===== config.mk =====
export PLATFORM = sky130hd
export DESIGN_NAME = pwm_regulator_setpoint_core_flat
export DESIGN_NICKNAME = d
export VERILOG_FILES = /design/src/design/pwmrs_pkg.sv /design/src/design/pwmrs_if.sv /design/src/design/pwm_regulator_setpoint_core.sv /design/src/flat_wrapper.sv
export SDC_FILE = /design/constraint.sdc
export NUM_CORES = 1
export LEC_CHECK = 0
export ABC_AREA = 1
export BUFFER_PORTS_ARGS = -buffer_cell sky130_fd_sc_hd__buf_2
export CAP_MARGIN = 10
export CORE_MARGIN = 2
export CORE_UTILIZATION = 45
export CTS_BUF_LIST = sky130_fd_sc_hd__clkbuf_8
export DETAILED_ROUTE_END_ITERATION = 10
export REMOVE_ABC_BUFFERS = 1
export SLEW_MARGIN = 10
export SYNTH_ARGS = -nofsm -noshare
export SYNTH_HDL_FRONTEND = slang
export SYNTH_SLANG_ARGS = --single-unit

===== constraint.sdc =====
create_clock -name i_clk -period 11.8 [get_ports i_clk]
set_input_delay 2.36 -clock i_clk [delete_from_list [all_inputs] [get_ports i_clk]]
set_output_delay 2.36 -clock i_clk [all_outputs]
set_load 0.1 [all_outputs]

===== src/design/pwmrs_pkg.sv =====
// Package for the PWM regulator setpoint block: sizes, codes, voltage table,
// and the transaction payload types. No dependencies.
package pwmrs_pkg;

    localparam int MAP_SIZE       = 25;
    localparam int PRESCALE_SHIFT = 1;

    localparam int UV_W      = 21;
    localparam int COEF_W    = 16;
    localparam int CLK_W     = 28;
    localparam int WORD_W    = 32;
    localparam int CNT_W     = 16;
    localparam int SEL_W     = 5;
    localparam int CODE_W    = 2;
    localparam int SCAN_W    = $clog2(MAP_SIZE);
    localparam int STEP_W    = $clog2(WORD_W);
    localparam int PCT_W     = 7;
    localparam int PROD_W    = CNT_W + PCT_W;

    localparam int CFG_IDX_W  = 2;
    localparam int CFG_DATA_W = 28;

    localparam logic [UV_W-1:0] TABLE_BASE_UV    = UV_W'(800000);
    localparam logic [UV_W-1:0] TABLE_STEP_UV    = UV_W'(25000);
    localparam logic [UV_W-1:0] PRESENT_RESET_UV = UV_W'(1100000);

    localparam logic [UV_W-1:0]   CEILING_RESET = UV_W'(1400000);
    localparam logic [COEF_W-1:0] COEF_RESET    = COEF_W'(455);
    localparam logic [CLK_W-1:0]  CLOCK_RESET   = CLK_W'(24000000);

    localparam logic [WORD_W-1:0] DUTY_DIV    = WORD_W'(10);
    localparam logic [WORD_W-1:0] PERCENT     = WORD_W'(100);
    localparam logic [WORD_W-1:0] LRC_DIVISOR = WORD_W'(64'(1000 * 1000) << PRESCALE_SHIFT);

    // configuration register indexes
    localparam logic [CFG_IDX_W-1:0] CFG_CEILING = 2'd0;
    localparam logic [CFG_IDX_W-1:0] CFG_COEF    = 2'd1;
    localparam logic [CFG_IDX_W-1:0] CFG_CLOCK   = 2'd2;
    localparam logic [CFG_IDX_W-1:0] CFG_PWM     = 2'd3;

    // result status
    localparam logic [CODE_W-1:0] ST_OK    = 2'd0;
    localparam logic [CODE_W-1:0] ST_RANGE = 2'd1;
    localparam logic [CODE_W-1:0] ST_DUTY  = 2'd2;
    localparam logic [CODE_W-1:0] ST_COEF  = 2'd3;

    // pin drive mode
    localparam logic [CODE_W-1:0] MODE_LOW  = 2'd0;
    localparam logic [CODE_W-1:0] MODE_PWM  = 2'd1;
    localparam logic [CODE_W-1:0] MODE_HIGH = 2'd2;
    localparam logic [CODE_W-1:0] MODE_KEEP = 2'd3;

    typedef struct packed {
        logic [UV_W-1:0] request_min_uv;
        logic [UV_W-1:0] request_max_uv;
    } t_req;

    typedef struct packed {
        logic [CODE_W-1:0] status;
        logic [SEL_W-1:0]  selector_index;
        logic [UV_W-1:0]   chosen_uv;
        logic [CODE_W-1:0] drive_mode;
        logic [WORD_W-1:0] duty_percent;
        logic [CNT_W-1:0]  period_count;
        logic [CNT_W-1:0]  high_count;
    } t_rsp;

    // voltage table entry: evenly spaced from the base
    function automatic logic [UV_W-1:0] table_uv(input logic [SCAN_W-1:0] idx);
        logic [UV_W-1:0] step;
        step = TABLE_STEP_UV * UV_W'(idx);
        return TABLE_BASE_UV + step;
    endfunction

endpackage


===== src/design/pwmrs_if.sv =====
// Valid/ready channel interfaces for request and result transactions.
// Depends on pwmrs_pkg for the payload types.
interface pwmrs_req_if;
    logic              valid;
    logic              ready;
    pwmrs_pkg::t_req   payload;

    modport source (output valid, output payload, input ready);
    modport sink   (input valid, input payload, output ready);
endinterface

interface pwmrs_rsp_if;
    logic              valid;
    logic              ready;
    pwmrs_pkg::t_rsp   payload;

    modport source (output valid, output payload, input ready);
    modport sink   (input valid, input payload, output ready);
endinterface


===== src/design/pwm_regulator_setpoint_core.sv =====
// PWM regulator setpoint core: table lookup, bit-serial divider, result register.
// Depends on pwmrs_pkg and the channel interfaces in pwmrs_if.sv.
//
// Usage:
//   i_req carries a voltage window (min/max microvolts); o_rsp returns one result
//   per request: status, table index, chosen voltage, pin drive mode, duty and
//   the PWM period/high counts. Configuration registers are written through
//   i_cfg_we/i_cfg_idx/i_cfg_data; the user must write them only while the
//   block is idle, and the block itself does not enforce this.
// Flow: an out-of-table window skips the scan; otherwise one table entry per
//   cycle is scanned, up to MAP_SIZE, until one lies at or above the minimum.
//   Up to three divisions run on one shared restoring divider, one quotient bit
//   per cycle: duty, period count and high count.
// Throughput: one request at a time; i_req.ready is high while idle, also
//   while a finished result still waits in the output register.
// Reset: registers take their default values, the present voltage is
//   1100000 uV, no result is pending.
// Stall: a result stays in the output register until o_rsp.ready; a following
//   request is computed and then holds until the register frees up.
module pwm_regulator_setpoint_core (
    input  logic                                 i_clk,
    input  logic                                 i_rst_n,
    input  logic                                 i_cfg_we,
    input  logic [pwmrs_pkg::CFG_IDX_W-1:0]      i_cfg_idx,
    input  logic [pwmrs_pkg::CFG_DATA_W-1:0]     i_cfg_data,
    pwmrs_req_if.sink                            i_req,
    pwmrs_rsp_if.source                          o_rsp
);

    localparam logic [2:0] S_IDLE = 3'd0;
    localparam logic [2:0] S_SCAN = 3'd1;
    localparam logic [2:0] S_DIV  = 3'd2;
    localparam logic [2:0] S_EVAL = 3'd3;
    localparam logic [2:0] S_DONE = 3'd4;

    localparam logic [1:0] PH_DUTY = 2'd0;
    localparam logic [1:0] PH_LRC  = 2'd1;
    localparam logic [1:0] PH_HRC  = 2'd2;

    localparam int UV_W   = pwmrs_pkg::UV_W;
    localparam int WORD_W = pwmrs_pkg::WORD_W;
    localparam int CNT_W  = pwmrs_pkg::CNT_W;
    localparam int SCAN_W = pwmrs_pkg::SCAN_W;
    localparam int STEP_W = pwmrs_pkg::STEP_W;
    localparam int PCT_W  = pwmrs_pkg::PCT_W;
    localparam int PROD_W = pwmrs_pkg::PROD_W;

    // configuration
    logic [UV_W-1:0]                 r_ceil;
    logic [pwmrs_pkg::COEF_W-1:0]    r_coef;
    logic [pwmrs_pkg::CLK_W-1:0]     r_clk_hz;
    logic                            r_pwm;

    // control
    logic [2:0]                      r_state;
    logic [2:0]                      n_state;
    logic                            r_rsp_valid;
    logic [UV_W-1:0]                 r_present_uv;

    // work registers
    logic [1:0]                      r_phase;
    logic [UV_W-1:0]                 r_lo;
    logic [SCAN_W-1:0]               r_idx;
    logic                            r_hit;
    logic [pwmrs_pkg::CODE_W-1:0]    r_status;
    logic [pwmrs_pkg::CODE_W-1:0]    r_mode;
    logic [WORD_W-1:0]               r_duty;
    logic [CNT_W-1:0]                r_lrc;
    logic [CNT_W-1:0]                r_hrc;
    logic [WORD_W-1:0]               r_rem;
    logic [WORD_W-1:0]               r_quo;
    logic [WORD_W-1:0]               r_div;
    logic [STEP_W-1:0]               r_cnt;
    pwmrs_pkg::t_rsp                 r_rsp;

    logic                            w_accept;
    logic                            w_out_free;
    logic                            w_out_of_table;
    logic [UV_W-1:0]                 w_tab;
    logic                            w_tab_hit;
    logic                            w_scan_last;
    logic [WORD_W:0]                 w_rem_sh;
    logic                            w_ge;
    logic [WORD_W:0]                 w_rem_sub;
    logic [CNT_W-1:0]                w_lrc_now;
    logic [PROD_W-1:0]               w_prod;
    logic [CNT_W-1:0]                w_hrc_now;
    logic [WORD_W-1:0]               w_duty_div;

    assign w_accept   = i_req.valid && i_req.ready;
    assign w_out_free = !r_rsp_valid || o_rsp.ready;

    assign w_out_of_table =
        (i_req.payload.request_min_uv < pwmrs_pkg::table_uv(SCAN_W'(0))) ||
        (i_req.payload.request_max_uv >
         pwmrs_pkg::table_uv(SCAN_W'(pwmrs_pkg::MAP_SIZE - 1)));

    assign w_tab       = pwmrs_pkg::table_uv(r_idx);
    assign w_tab_hit   = (w_tab >= r_lo);
    assign w_scan_last = (r_idx == SCAN_W'(pwmrs_pkg::MAP_SIZE - 1));

    // restoring division, one quotient bit per cycle
    assign w_rem_sh  = {r_rem, r_quo[WORD_W-1]};
    assign w_rem_sub = w_rem_sh - {1'b0, r_div};
    assign w_ge      = (w_rem_sh >= {1'b0, r_div});

    assign w_lrc_now  = (r_quo == '0) ? CNT_W'(1) : r_quo[CNT_W-1:0];
    assign w_prod     = PROD_W'(w_lrc_now) * PROD_W'(r_duty[PCT_W-1:0]);
    assign w_hrc_now  = (r_quo == '0) ? CNT_W'(1) : r_quo[CNT_W-1:0];
    assign w_duty_div = WORD_W'(r_coef) * pwmrs_pkg::DUTY_DIV;

    always_comb begin
        n_state = r_state;
        unique case (r_state)
            S_IDLE: begin
                if (w_accept) begin
                    n_state = w_out_of_table ? S_DONE : S_SCAN;
                end
            end
            S_SCAN: begin
                if (w_tab_hit) begin
                    n_state = (r_pwm && (r_coef != '0)) ? S_DIV : S_DONE;
                end else if (w_scan_last) begin
                    n_state = S_DONE;
                end
            end
            S_DIV: begin
                if (r_cnt == '0) begin
                    n_state = S_EVAL;
                end
            end
            S_EVAL: begin
                if (r_phase == PH_HRC) begin
                    n_state = S_DONE;
                end else if (r_phase == PH_LRC) begin
                    n_state = S_DIV;
                end else if ((r_quo != '0) && (r_quo < pwmrs_pkg::PERCENT)) begin
                    n_state = S_DIV;
                end else begin
                    n_state = S_DONE;
                end
            end
            S_DONE: begin
                if (w_out_free) begin
                    n_state = S_IDLE;
                end
            end
            default: n_state = S_IDLE;
        endcase
    end

    always_ff @(posedge i_clk) begin
        if (!i_rst_n) begin
            r_state      <= S_IDLE;
            r_rsp_valid  <= 1'b0;
            r_present_uv <= pwmrs_pkg::PRESENT_RESET_UV;
            r_ceil       <= pwmrs_pkg::CEILING_RESET;
            r_coef       <= pwmrs_pkg::COEF_RESET;
            r_clk_hz     <= pwmrs_pkg::CLOCK_RESET;
            r_pwm        <= 1'b1;
        end else begin
            r_state <= n_state;
            if (r_state == S_DONE && w_out_free) begin
                r_rsp_valid <= 1'b1;
            end else if (o_rsp.ready) begin
                r_rsp_valid <= 1'b0;
            end
            if (r_state == S_SCAN && w_tab_hit) begin
                r_present_uv <= w_tab;
            end
            if (i_cfg_we) begin
                unique case (i_cfg_idx)
                    pwmrs_pkg::CFG_CEILING: r_ceil   <= i_cfg_data[UV_W-1:0];
                    pwmrs_pkg::CFG_COEF:    r_coef   <= i_cfg_data[pwmrs_pkg::COEF_W-1:0];
                    pwmrs_pkg::CFG_CLOCK:   r_clk_hz <= i_cfg_data[pwmrs_pkg::CLK_W-1:0];
                    pwmrs_pkg::CFG_PWM:     r_pwm    <= i_cfg_data[0];
                    default:                r_pwm    <= r_pwm;
                endcase
            end
        end
    end

    always_ff @(posedge i_clk) begin
        unique case (r_state)
            S_IDLE: begin
                if (w_accept) begin
                    r_lo     <= i_req.payload.request_min_uv;
                    r_idx    <= '0;
                    r_hit    <= 1'b0;
                    r_status <= pwmrs_pkg::ST_RANGE;
                    r_mode   <= pwmrs_pkg::MODE_KEEP;
                    r_duty   <= '0;
                    r_lrc    <= '0;
                    r_hrc    <= '0;
                end
            end
            S_SCAN: begin
                if (w_tab_hit) begin
                    r_hit <= 1'b1;
                    if (!r_pwm) begin
                        r_status <= pwmrs_pkg::ST_OK;
                    end else if (r_coef == '0) begin
                        r_status <= pwmrs_pkg::ST_COEF;
                    end else begin
                        // (ceiling - voltage) / coef / 10 == (ceiling - voltage) / (10 * coef)
                        r_phase <= PH_DUTY;
                        r_rem   <= '0;
                        r_quo   <= WORD_W'(r_ceil) - WORD_W'(w_tab);
                        r_div   <= w_duty_div;
                        r_cnt   <= STEP_W'(WORD_W - 1);
                    end
                end else if (!w_scan_last) begin
                    r_idx <= r_idx + SCAN_W'(1);
                end
            end
            S_DIV: begin
                r_rem <= w_ge ? w_rem_sub[WORD_W-1:0] : w_rem_sh[WORD_W-1:0];
                r_quo <= {r_quo[WORD_W-2:0], w_ge};
                r_cnt <= r_cnt - STEP_W'(1);
            end
            S_EVAL: begin
                r_rem <= '0;
                r_cnt <= STEP_W'(WORD_W - 1);
                unique case (r_phase)
                    PH_DUTY: begin
                        r_duty <= r_quo;
                        if (r_quo == '0) begin
                            r_status <= pwmrs_pkg::ST_OK;
                            r_mode   <= pwmrs_pkg::MODE_LOW;
                        end else if (r_quo < pwmrs_pkg::PERCENT) begin
                            // period count: clock / (1 MHz << prescale)
                            r_phase <= PH_LRC;
                            r_quo   <= WORD_W'(r_clk_hz);
                            r_div   <= pwmrs_pkg::LRC_DIVISOR;
                        end else if (r_quo == pwmrs_pkg::PERCENT) begin
                            r_status <= pwmrs_pkg::ST_OK;
                            r_mode   <= pwmrs_pkg::MODE_HIGH;
                        end else begin
                            r_status <= pwmrs_pkg::ST_DUTY;
                        end
                    end
                    PH_LRC: begin
                        r_lrc   <= w_lrc_now;
                        r_phase <= PH_HRC;
                        r_quo   <= WORD_W'(w_prod);
                        r_div   <= pwmrs_pkg::PERCENT;
                    end
                    PH_HRC: begin
                        r_hrc    <= w_hrc_now;
                        r_status <= pwmrs_pkg::ST_OK;
                        r_mode   <= pwmrs_pkg::MODE_PWM;
                    end
                    default: r_phase <= PH_DUTY;
                endcase
            end
            S_DONE: begin
                if (w_out_free) begin
                    r_rsp.status         <= r_status;
                    r_rsp.selector_index <= r_hit ? pwmrs_pkg::SEL_W'(r_idx) : '0;
                    r_rsp.chosen_uv      <= r_hit ? r_present_uv : '0;
                    r_rsp.drive_mode     <= r_mode;
                    r_rsp.duty_percent   <= r_duty;
                    r_rsp.period_count   <= r_lrc;
                    r_rsp.high_count     <= r_hrc;
                end
            end
            default: r_cnt <= r_cnt;
        endcase
    end

    assign i_req.ready   = (r_state == S_IDLE);
    assign o_rsp.valid   = r_rsp_valid;
    assign o_rsp.payload = r_rsp;

endmodule


===== src/flat_wrapper.sv =====
// flat-port wrapper written by rule: the top's interface ports become plain ports
module pwm_regulator_setpoint_core_flat 
  (i_clk, i_rst_n, i_cfg_we, i_cfg_idx, i_cfg_data, i_req_valid, i_req_payload, i_req_ready, o_rsp_valid, o_rsp_payload, o_rsp_ready);
  pwmrs_req_if i_req_i ();
  pwmrs_rsp_if o_rsp_i ();
  input  logic i_clk;
  input  logic i_rst_n;
  input  logic i_cfg_we;
  input  logic [pwmrs_pkg::CFG_IDX_W-1:0] i_cfg_idx;
  input  logic [pwmrs_pkg::CFG_DATA_W-1:0] i_cfg_data;
  input wire logic [$bits(i_req_i.valid)-1:0] i_req_valid;
  input wire logic [$bits(i_req_i.payload)-1:0] i_req_payload;
  output wire logic [$bits(i_req_i.ready)-1:0] i_req_ready;
  output wire logic [$bits(o_rsp_i.valid)-1:0] o_rsp_valid;
  output wire logic [$bits(o_rsp_i.payload)-1:0] o_rsp_payload;
  input wire logic [$bits(o_rsp_i.ready)-1:0] o_rsp_ready;
  assign i_req_i.valid = i_req_valid;
  assign i_req_i.payload = i_req_payload;
  assign i_req_ready = i_req_i.ready;
  assign o_rsp_valid = o_rsp_i.valid;
  assign o_rsp_payload = o_rsp_i.payload;
  assign o_rsp_i.ready = o_rsp_ready;
  pwm_regulator_setpoint_core u_core (.i_clk(i_clk), .i_rst_n(i_rst_n), .i_cfg_we(i_cfg_we), .i_cfg_idx(i_cfg_idx), .i_cfg_data(i_cfg_data), .i_req(i_req_i), .o_rsp(o_rsp_i));
endmodule

# Yosys cells after proc, flatten, opt, wreduce, memory -nomap -nowiden
# Index checks and enable logic that the tools add are counted.
# Widths: inputs -> output; s select.
word_totals:
  reg_bits: 383
  inputBits: 77
  output_inout_bits: 96
  word_cells: 185
op_classes:
  addsub: 5
  mul: 3
  n_lt_le_gt_ge: 5
  n_eq_ne: 31
  muxes: 74
  reduce_logical: 40
ops:
  columns: ["cell", "n"]
  rows:
  - ["$mux 32", 16]
  - ["$pmux 32 s2", 4]
  - ["$pmux 32 s3", 2]
  - ["$mux 16", 4]
  - ["$pmux 16 s2", 2]
  - ["$ge 33x32->1", 1]
  - ["$eq 32x7->1 const B", 1]
  - ["$logic_not 32->1", 1]
  - ["$lt 32x7->1 const B", 1]
  - ["$mux 2", 16]
  - ["$reduce_bool 32->1", 1]
  - ["$sub 32x32->32", 1]
  - ["$mux 3", 10]
  - ["$mux 5", 6]
  - ["$mul 16x7->23", 1]
  - ["$sub 21x21->22", 1]
  - ["$add 20x20->21 const A", 1]
  - ["$ge 21x21->1", 1]
  - ["$gt 21x21->1 const B", 1]
  - ["$lt 21x20->1 const B", 1]
  - ["$reduce_and 7->1", 3]
  - ["$mul 16x3->19 const B", 1]
  - ["$mul 12x5->17 const A", 1]
  - ["$logic_not 16->1", 1]
  - ["other kinds (36)", 80]

# Logic depth before layout (Yosys ltp)
depth:
  depth_word: 7
  ltp_mapped: 34
  ltp_nobuf: 33

# Worst setup path before layout
# No wires, ideal clock.
synth_timing:
  path_kind: "input to register"
  from: "in o_rsp_ready"
  to: "reg u_core.r_rsp, in the netlist u_core.o_rsp.payload[0], enable pin"
  setup_ns: 0.767
  t_arrival_ns: 11.064
  required_time_ns: 11.033
  setup_slack_ns: -0.032
  cell_stages: 2
  n_path_buf: 0
  cell_sequence: "nor2_1 nor4_1"
synth_via:
  elab_chain_cells: 2
synth_rtl:
  columns: ["item", "line", "source"]
  rows:
  - ["from (decl)", "flat_wrapper.sv:16", "input wire logic [$bits(o_rsp_i.ready)-1:0] o_rsp_ready;"]
  - ["$logic_or 1x1->1", "pwm_regulator_setpoint_core.sv:91", "assign w_out_free = !r_rsp_valid || o_rsp.ready;"]
  - ["$reduce_and 2->1 (no line)", null, null]
  - ["to (decl)", "pwm_regulator_setpoint_core.sv:74", "pwmrs_pkg::t_rsp r_rsp;"]
# Every way passes these cells.
# A chain may end at the register's enable or synchronous reset.

# Final worst setup path
layout_timing:
  from: "reg u_core.r_idx[2]"
  to: "reg u_core.r_rem[27], enable pin"
layout_via:
  elab_chain_cells: 5
layout_rtl:
  columns: ["item", "line", "source"]
  rows:
  - ["from (decl)", "pwm_regulator_setpoint_core.sv:63", "logic [SCAN_W-1:0] r_idx;"]
  - ["from (signal assigned)", "pwm_regulator_setpoint_core.sv:213", "r_idx <= r_idx + SCAN_W'(1);"]
  - ["$mul 12x5->17", "pwmrs_pkg.sv:71", "step = TABLE_STEP_UV * UV_W'(idx);"]
  - ["$add 20x20->21", "pwmrs_pkg.sv:72", "return TABLE_BASE_UV + step;"]
  - ["named net u_core.w_tab[16]", "pwm_regulator_setpoint_core.sv:79", "logic [UV_W-1:0] w_tab;"]
  - ["$ge 21x21->1", "pwm_regulator_setpoint_core.sv:99", "assign w_tab_hit = (w_tab >= r_lo);"]
  - ["$ne 2x1->1 (no line)", null, null]
  - ["$reduce_and 4->1 (no line)", null, null]
  - ["to (signal assigned)", "pwm_regulator_setpoint_core.sv:217", "r_rem <= w_ge ? w_rem_sub[WORD_W-1:0] : w_rem_sh[WORD_W-1:0];"]
  - ["to (decl)", "pwm_regulator_setpoint_core.sv:70", "logic [WORD_W-1:0] r_rem;"]
# The timed path passes the listed nets, and every way through them passes these cells.

==> flow_summary.toml <==
[worst_setup_path]
critPathSlowestCell = "nor2_4"
critPathMaxStageDelay_ps = 890
startpoint_type = "flip-flop"
worstPathMaxFanout = 37
cp_data_required_time_ps = 12040
worst-setup-path-type = "flip-flop to flip-flop"
worstSetupStartpoint = "u_core.r_idx[2]"
regToRegStartpoint = "u_core.r_idx[2]"
cp.arrival_ps = 6350
worstSetupEndpointType = "flip-flop"

[die]
initial_utilization_pct = 45.4
die_h_um = 228
die_w_um = 228
boundaryPins = 173
row_count = 82
core_um2 = 49900
design.die.area_um2 = 52100

[min_path]
hold_path.class = "flip-flop to flip-flop"
hp-start = "u_core.r_hrc[15]"

[final_layout]
final_cells = 3508
area_growth_pct = 12.4
nNetsFinal = 3093
drive_above_1_share_pct = 12.0

[timing]
worst_pin_slew_ps = 1130
finalCritPeriodShare_pct = 51.7
clock_skew_ps = 38.0
setup_viol_count_final = 0
relSlewSlack_pct = 24.6
fmax_mhz = 164
hold_viol_final = 0
period_needed_ps = 6100
rsz0062_at_grt = "no"
final_max_slew_viol_count = 0

[global_routing]
grt-ovfl-total = 0
antenna_found_initial = 1
grt_pass1_vias = 18300
groute.usage.overall_pct = 25.1
grt_first_pass_wirelength_um = 102000
grt_max_degree = 80

[cts]
hold_buffers = 0
cts_tree = "done"
cts_inserted_buffers = 66
cts_setup_buffers = 0
htree_levels = 3
path_clk_slew_ps = 60
insertion_delay_ps = 660
cts_sinks = 365
cts_resized = 0
cts.path.max_buffers = 3
clockRootBuffer = "clkbuf_8"

[outcome]
status = "complete, no violations"

[logic_synthesis]
syn_avg_cell_area_um2 = 8.66
synth-async-reset-ratio_pct = 0
ys_ff_latch = 365
synth_cells = 2614
synth-seq-area-share_pct = 44.5
ys.flop_type = "edfxtp_1"
yosysWarnings = 0
syn_area_um2 = 22600
synth_edf_count = 277
ys_types = 56

[detailed_routing]
dr_total_vias = 18300
drt_iter0_markers = 1347
firstDrtPassIters = 5
detail-route-antenna-nets = 0
wl_per_cell_um = 18.4
drcViolationCount = 0
drt-vias-per-instance = 5.21
routed_wl_um = 64500

[job]
drv_cap = 0

[placement]
port_buffers = 169
place_inst = 3388
dpl.hpwl_um = 49900
gp_congestion = 0.962
## sequential cells by signal, indices dropped and copies added, names as in the netlist, 18 cells and up
signal / cells
u_core.r_div: 20
u_core.r_clk_hz: 28
u_core.r_ceil: 21
u_core.r_lo: 21
u_core.o_rsp.payload: 91
u_core.r_duty: 32
u_core.r_quo: 32
u_core.r_present_uv: 18
u_core.r_rem: 32
## metal layers
layer / routed length [um] / track usage, % / share of wire (%) / vias to the layer above
met5: 0 / 0 / 0 / -
met4: 2090 / 8.86 / 3.2 / 0
met3: 3570 / 3.90 / 5.5 / 103
met2: 29700 / 40.7 / 46 / 541
met1: 29200 / 34.4 / 45 / 8712
li1: - / - / - / 8918
## final cells by class
class | instances | area (um2)
Fill cell | 4768 | 24400
Multi-Input combinational cell | 1745 | 10600
Sequential cell | 365 | 10100
Inverter | 424 | 1590
Clock buffer | 73 | 1000
Timing Repair Buffer | 182 | 943
Tap cell | 672 | 841
Clock inverter | 46 | 348
Antenna cell | 1 | 2.50
## cells in the final DEF (no fill, tap or decap), types with 7 or more instances in the layout
master,instances
nand2_1,538
inv_1,429
nor2_1,282
edfxtp_1,277
buf_2,169
a21oi_1,162
ha_1,159
o21ai_0,131
nand3_1,106
dfxtp_1,88
fa_1,73
clkbuf_8,73
nand4_1,38
o21ai_1,31
xnor2_1,26
nor3_1,21
xor2_1,18
nand2_2,17
a21o_1,16
buf_4,13
inv_2,12
o211ai_1,12
nand3b_1,11
clkinv_2,9
nor2_2,8
nor4_1,8
o2111ai_1,8
clkinv_1,8
or2_2,7
## path summary, 6_finish.rpt
kind | cells past startpoint | end | slack, ps
max | 26 | u_core.r_rem[27] | 5700
min | 0 | u_core.o_rsp.payload[15] | 410
max reg2reg | 26 | u_core.r_rem[27] | 5700
min reg2reg | 0 | u_core.o_rsp.payload[15] | 410
## logic make-up after synthesis
family                     Yosys count  share of synthesized area (%)
and+or+nand+nor                   1057                           19.6
AOI/OAI and AO/OA                  407                           10.0
other                                1                         0.0166
DFF                                365                           44.5
adders and majority gates          232                           15.2
buffers and inverters              506                           8.70
xor gates and xnor gates            46                           1.85
## metrics by stage
stage                     utilization (%)  setup TNS (ps)  hold WS [ps]  worst slack (ps)  cell area, um2
final                                51.0               0           415              5700           25400
after global routing                 51.0               0           420              5190           25400
after CTS                            51.0               0           417              5690           25400
after detailed placement             48.3               0           405              5730           24100
after global placement               48.3               0           402              5890           24100
after floorplan                         -           -2880           400             -31.7           22300
## synthesized netlist by cell type (2+ instances only)
| cell | number | area share (%) |
|---|---|---|
| nand2_1 | 538 | 8.9 |
| inv_1 | 411 | 6.8 |
| nor2_1 | 286 | 4.7 |
| edfxtp_1 | 277 | 37 |
| a21oi_1 | 162 | 3.6 |
| ha_1 | 159 | 8.8 |
| o21ai_0 | 131 | 2.9 |
| nand3_1 | 106 | 2.3 |
| dfxtp_1 | 88 | 7.8 |
| fa_1 | 73 | 6.5 |
| clkbuf_1 | 48 | 0.80 |
| nand4_1 | 38 | 1.0 |
| o21ai_1 | 31 | 0.69 |
| xnor2_1 | 26 | 1.0 |
| nor3_1 | 22 | 0.49 |
| buf_2 | 19 | 0.42 |
| xor2_1 | 18 | 0.70 |
| nand2_2 | 17 | 0.47 |
| a21o_1 | 16 | 0.53 |
| inv_2 | 12 | 0.20 |
| o211ai_1 | 12 | 0.40 |
| nand3b_1 | 11 | 0.36 |
| nor4_1 | 9 | 0.25 |
| buf_4 | 8 | 0.27 |
| o2111ai_1 | 8 | 0.31 |
| or2_2 | 7 | 0.19 |
| a211oi_1 | 5 | 0.17 |
| a21boi_0 | 5 | 0.17 |
| a22oi_1 | 5 | 0.17 |
| a31oi_1 | 5 | 0.14 |
| nor2_2 | 5 | 0.14 |
| o21ai_2 | 5 | 0.19 |
| o21bai_1 | 5 | 0.17 |
| and2_1 | 4 | 0.11 |
| buf_1 | 4 | 0.066 |
| o21a_1 | 4 | 0.13 |
| a21boi_1 | 3 | 0.099 |
| a221oi_1 | 3 | 0.12 |
| nand3_2 | 3 | 0.13 |
| nor2_4 | 3 | 0.15 |
| or2_0 | 3 | 0.083 |
| a32oi_1 | 2 | 0.077 |
| buf_6 | 2 | 0.099 |
| o31ai_1 | 2 | 0.066 |
| xor2_2 | 2 | 0.14 |
## worst max-delay path: cells and delay by family (launching register included)
kind          cells  cell delay [ps]
simple gates     15             2770
buf+inv           3              170
flops             1              530
fa+ha+maj         6             1770
xor+xnor          2              400
Power is left out: the tool's default activity adds up to more than one toggle a clock period on the data nets, which glitch-free logic cannot reach.
